$ cat src/design/klt_ram.sv
// Generic single-write, single-read RAM with registered read data.
module klt_ram #(
    parameter int WIDTH = 8,
    parameter int DEPTH = 16
) (
    input  logic                                   clk,
    input  logic                                   we,
    input  logic [(DEPTH > 1 ? $clog2(DEPTH) : 1)-1:0] waddr,
    input  logic [WIDTH-1:0]                       wdata,
    input  logic [(DEPTH > 1 ? $clog2(DEPTH) : 1)-1:0] raddr,
    output logic [WIDTH-1:0]                       rdata
);

    logic [WIDTH-1:0] mem [DEPTH];

    always_ff @(posedge clk)
    begin
        if (we)
        begin
            mem[waddr] <= wdata;
        end
        rdata <= mem[raddr];
    end

endmodule

$ cat config.mk
export PLATFORM = sky130hd
export DESIGN_NAME = klt_ram
export DESIGN_NICKNAME = d
export VERILOG_FILES = /design/src/design/klt_ram.sv
export SDC_FILE = /design/constraint.sdc
export NUM_CORES = 1
export LEC_CHECK = 0
export ABC_AREA = 1
export BUFFER_PORTS_ARGS = -buffer_cell sky130_fd_sc_hd__buf_2
export CAP_MARGIN = 20
export CORE_ASPECT_RATIO = 1.5
export CORE_MARGIN = 2
export CORE_UTILIZATION = 45
export CTS_CLUSTER_SIZE = 14
export DETAILED_ROUTE_END_ITERATION = 10
export PLACE_DENSITY = 0.62
export SLEW_MARGIN = 20
export SYNTH_ARGS = -nofsm -noshare
export SYNTH_HDL_FRONTEND = slang
export SYNTH_SLANG_ARGS = --single-unit
$ cat constraint.sdc
create_clock -name clk -period 2.45 [get_ports clk]
set_clock_uncertainty 0.15 [all_clocks]
set_input_delay 0.49 -clock clk [delete_from_list [all_inputs] [get_ports clk]]
set_output_delay 0.49 -clock clk [all_outputs]
set_load 0.02 [all_outputs]
==> results.md <==
* Clock sink total at 136
* Setup TNS at 0 ps
* Minimum clock period at 1560 ps
* Relative slew slack at 56.9%
* TritonCTS Buffers at 17
* CP Capture Type: output pin
* CTS clk-pin slew, worst paths at 60 ps
* Worst skew pair latency at 410 ps
* Post-DP Area at 6070 um2
* Clk root buf: clkbuf_16
* Synth Area per Inst at 10.5 um2
* Cts hold-fix bufs at 0
* PortBufs at 25
* Nets at 609
* Combinational share of power at 6.2%
* P per Cell Area at 800 nW/um2
* Maximum clock frequency at 642 MHz
* Setup crit start kind: flip-flop
* Initial antenna violation count at 0
* First-pass GRT wire length at 20.3 mm
* Die W at 96.4 um
* Max_cap viols at 0
* WHS at 292 ps
* Routed length per instance at 17.2 um
* Register share of total power at 49.3%
* Commonest non-fill, non-tap cell in the layout: nand2_1
* Post-DP HPWL at 8.38 mm
* Die area at 13800 um2
* Yosys cell types at 12
* VDD IR max at 0.000487 V
* Final Hold Viols at 0
* Setup violations, final at 0
* Top Ports at 26
* Routed Antenna Nets at 0
* Fin util at 53.0%
* Initial Util at 46.1%
* ANT cells at 0
* RSZ-0062 raised after global routing: false
* H-Tree Depth at 4
* Syn Inst Count at 551
* Switching share of power at 22.9%
* Post_cts resized at 0
* HP Class: input port to flip-flop
* Internal power at 0.00409 W
* Leakage at 2.87 nW
* Run status: completed
* Die Y at 143 um
* Clock power share at 44.4%
* Commonest non-fill, non-tap cells in the layout: nand2_1, edfxtp_1, inv_1
* DR DRC count at 0
* Number of post-CTS setup repair buffers at 0
* Worst Tran Pin Value at 645 ps
* CTS tree: done
* Max-slew violations at 0
* Synth warnings at 0
* Seq/Total Area, Yosys at 69.4%
* Share of layout cells above drive strength 1 at 12.7%
* Worst path bufs/invs at 1
* Yosys reg bits at 136
* Area delta synth->final at 14.9%
* CP peak stage delay at 340 ps
* Detailed Route WL at 13.1 mm
* Switching power at 0.00121 W
* Total track usage at 20.8%
* Clock Path Buffers at 2
* Worst EP arrival at 920 ps
* Vias in the first global route at 3740
* Top delay family on crit path: flip-flops
* Initial drt markers at 310
* Period utilisation layout at 63.6%
* Via count at 3766
* Crit-path max FO at 1
* Gpl congestion at 0.832
* Power Total at 0.00530 W
* Cell area after layout at 6630 um2
* Largest net degree at the start of global routing at 34
* Pre-antenna DRT Iters at 6
* Vias per Instance at 4.96
* Std-Cell Rows at 50
* Mapped cell area at 5770 um2
* Total global routing overflow at 0
* Core Region at 12500 um2
* WS Path Type: flip-flop to output pin
* Mapped Nets at 569
* Crit-path cells: buf_2
* CP max stage cell: dfxtp_1
* Worst EP required at 1810 ps
worst paths after layout:
kind | cells past startpoint | end | startpoint | slack (ps)
worst max-delay path | 1 | rdata[2] | rdata[2] | 890
worst min-delay path | 3 | rdata[5] | raddr[3] | 290
worst max register to register | 6 | rdata[3] | mem[6][3] | 1240
worst min register to register | 6 | rdata[5] | mem[10][5] | 520
synth_stat cells (all sizes together):
cell type	number	area (um2)
nand3	97	485
edfxtp	128	3840
inv	102	383
nor2	17	63.8
nand3b	2	15.0
buf	24	166
dfxtp	8	160
nand2	173	649
stage by stage:
stage / cells / worst slack, ps
detailed placement: 728 / 513
CTS: 760 / 862
floorplan: 551 / 859
global route: 760 / 841
global placement: 728 / 610
finish: 760 / 892
metal layers:
metal / share of wire [%] / up-vias / global-route usage, %
met2: 53 / 135 / 34.7
met5: 0 / - / 0
met3: 6.5 / 27 / 4.17
met4: 3.1 / 0 / 9.93
met1: 38 / 1752 / 25.7
li1: - / 1852 / -
power by group through the flow:
stage	registers [W]	logic [W]	clock network [W]
after global routing	0.00262	0.000366	0.00249
after global placement	0.00266	0.000324	0
after floorplan	0.00268	0.000183	0
after detailed placement	0.00267	0.000330	0
final	0.00262	0.000329	0.00236
after CTS	0.00262	0.000332	0.00238
flip-flops by register name (all words and copies together), names as in the netlist:
register / flops
mem: 128
rdata: 8
kinds of logic after synthesis:
family / synth area share [%]
buffers and inverters: 9.52
flip-flops: 69.4
AND/OR/NAND/NOR: 21.0
layout make-up:
cell class | instances | area, um2
Fill cell | 1114 | 5880
Sequential cell | 136 | 4000
Multi-Input combinational cell | 289 | 1210
Clock buffer | 18 | 429
Inverter | 102 | 383
Timing Repair Buffer | 45 | 275
Tap cell | 156 | 195
Clock inverter | 14 | 128
worst register-to-register path: stages (launching register included):
cell and delay [ps]:
edfxtp_1 380, inv_1 70, nand2_1 50, nand3_1 90, nand3_1 180, nand3_1 140, nand2_1 50
No activity file was read; power rests on OpenSTA's default activity.
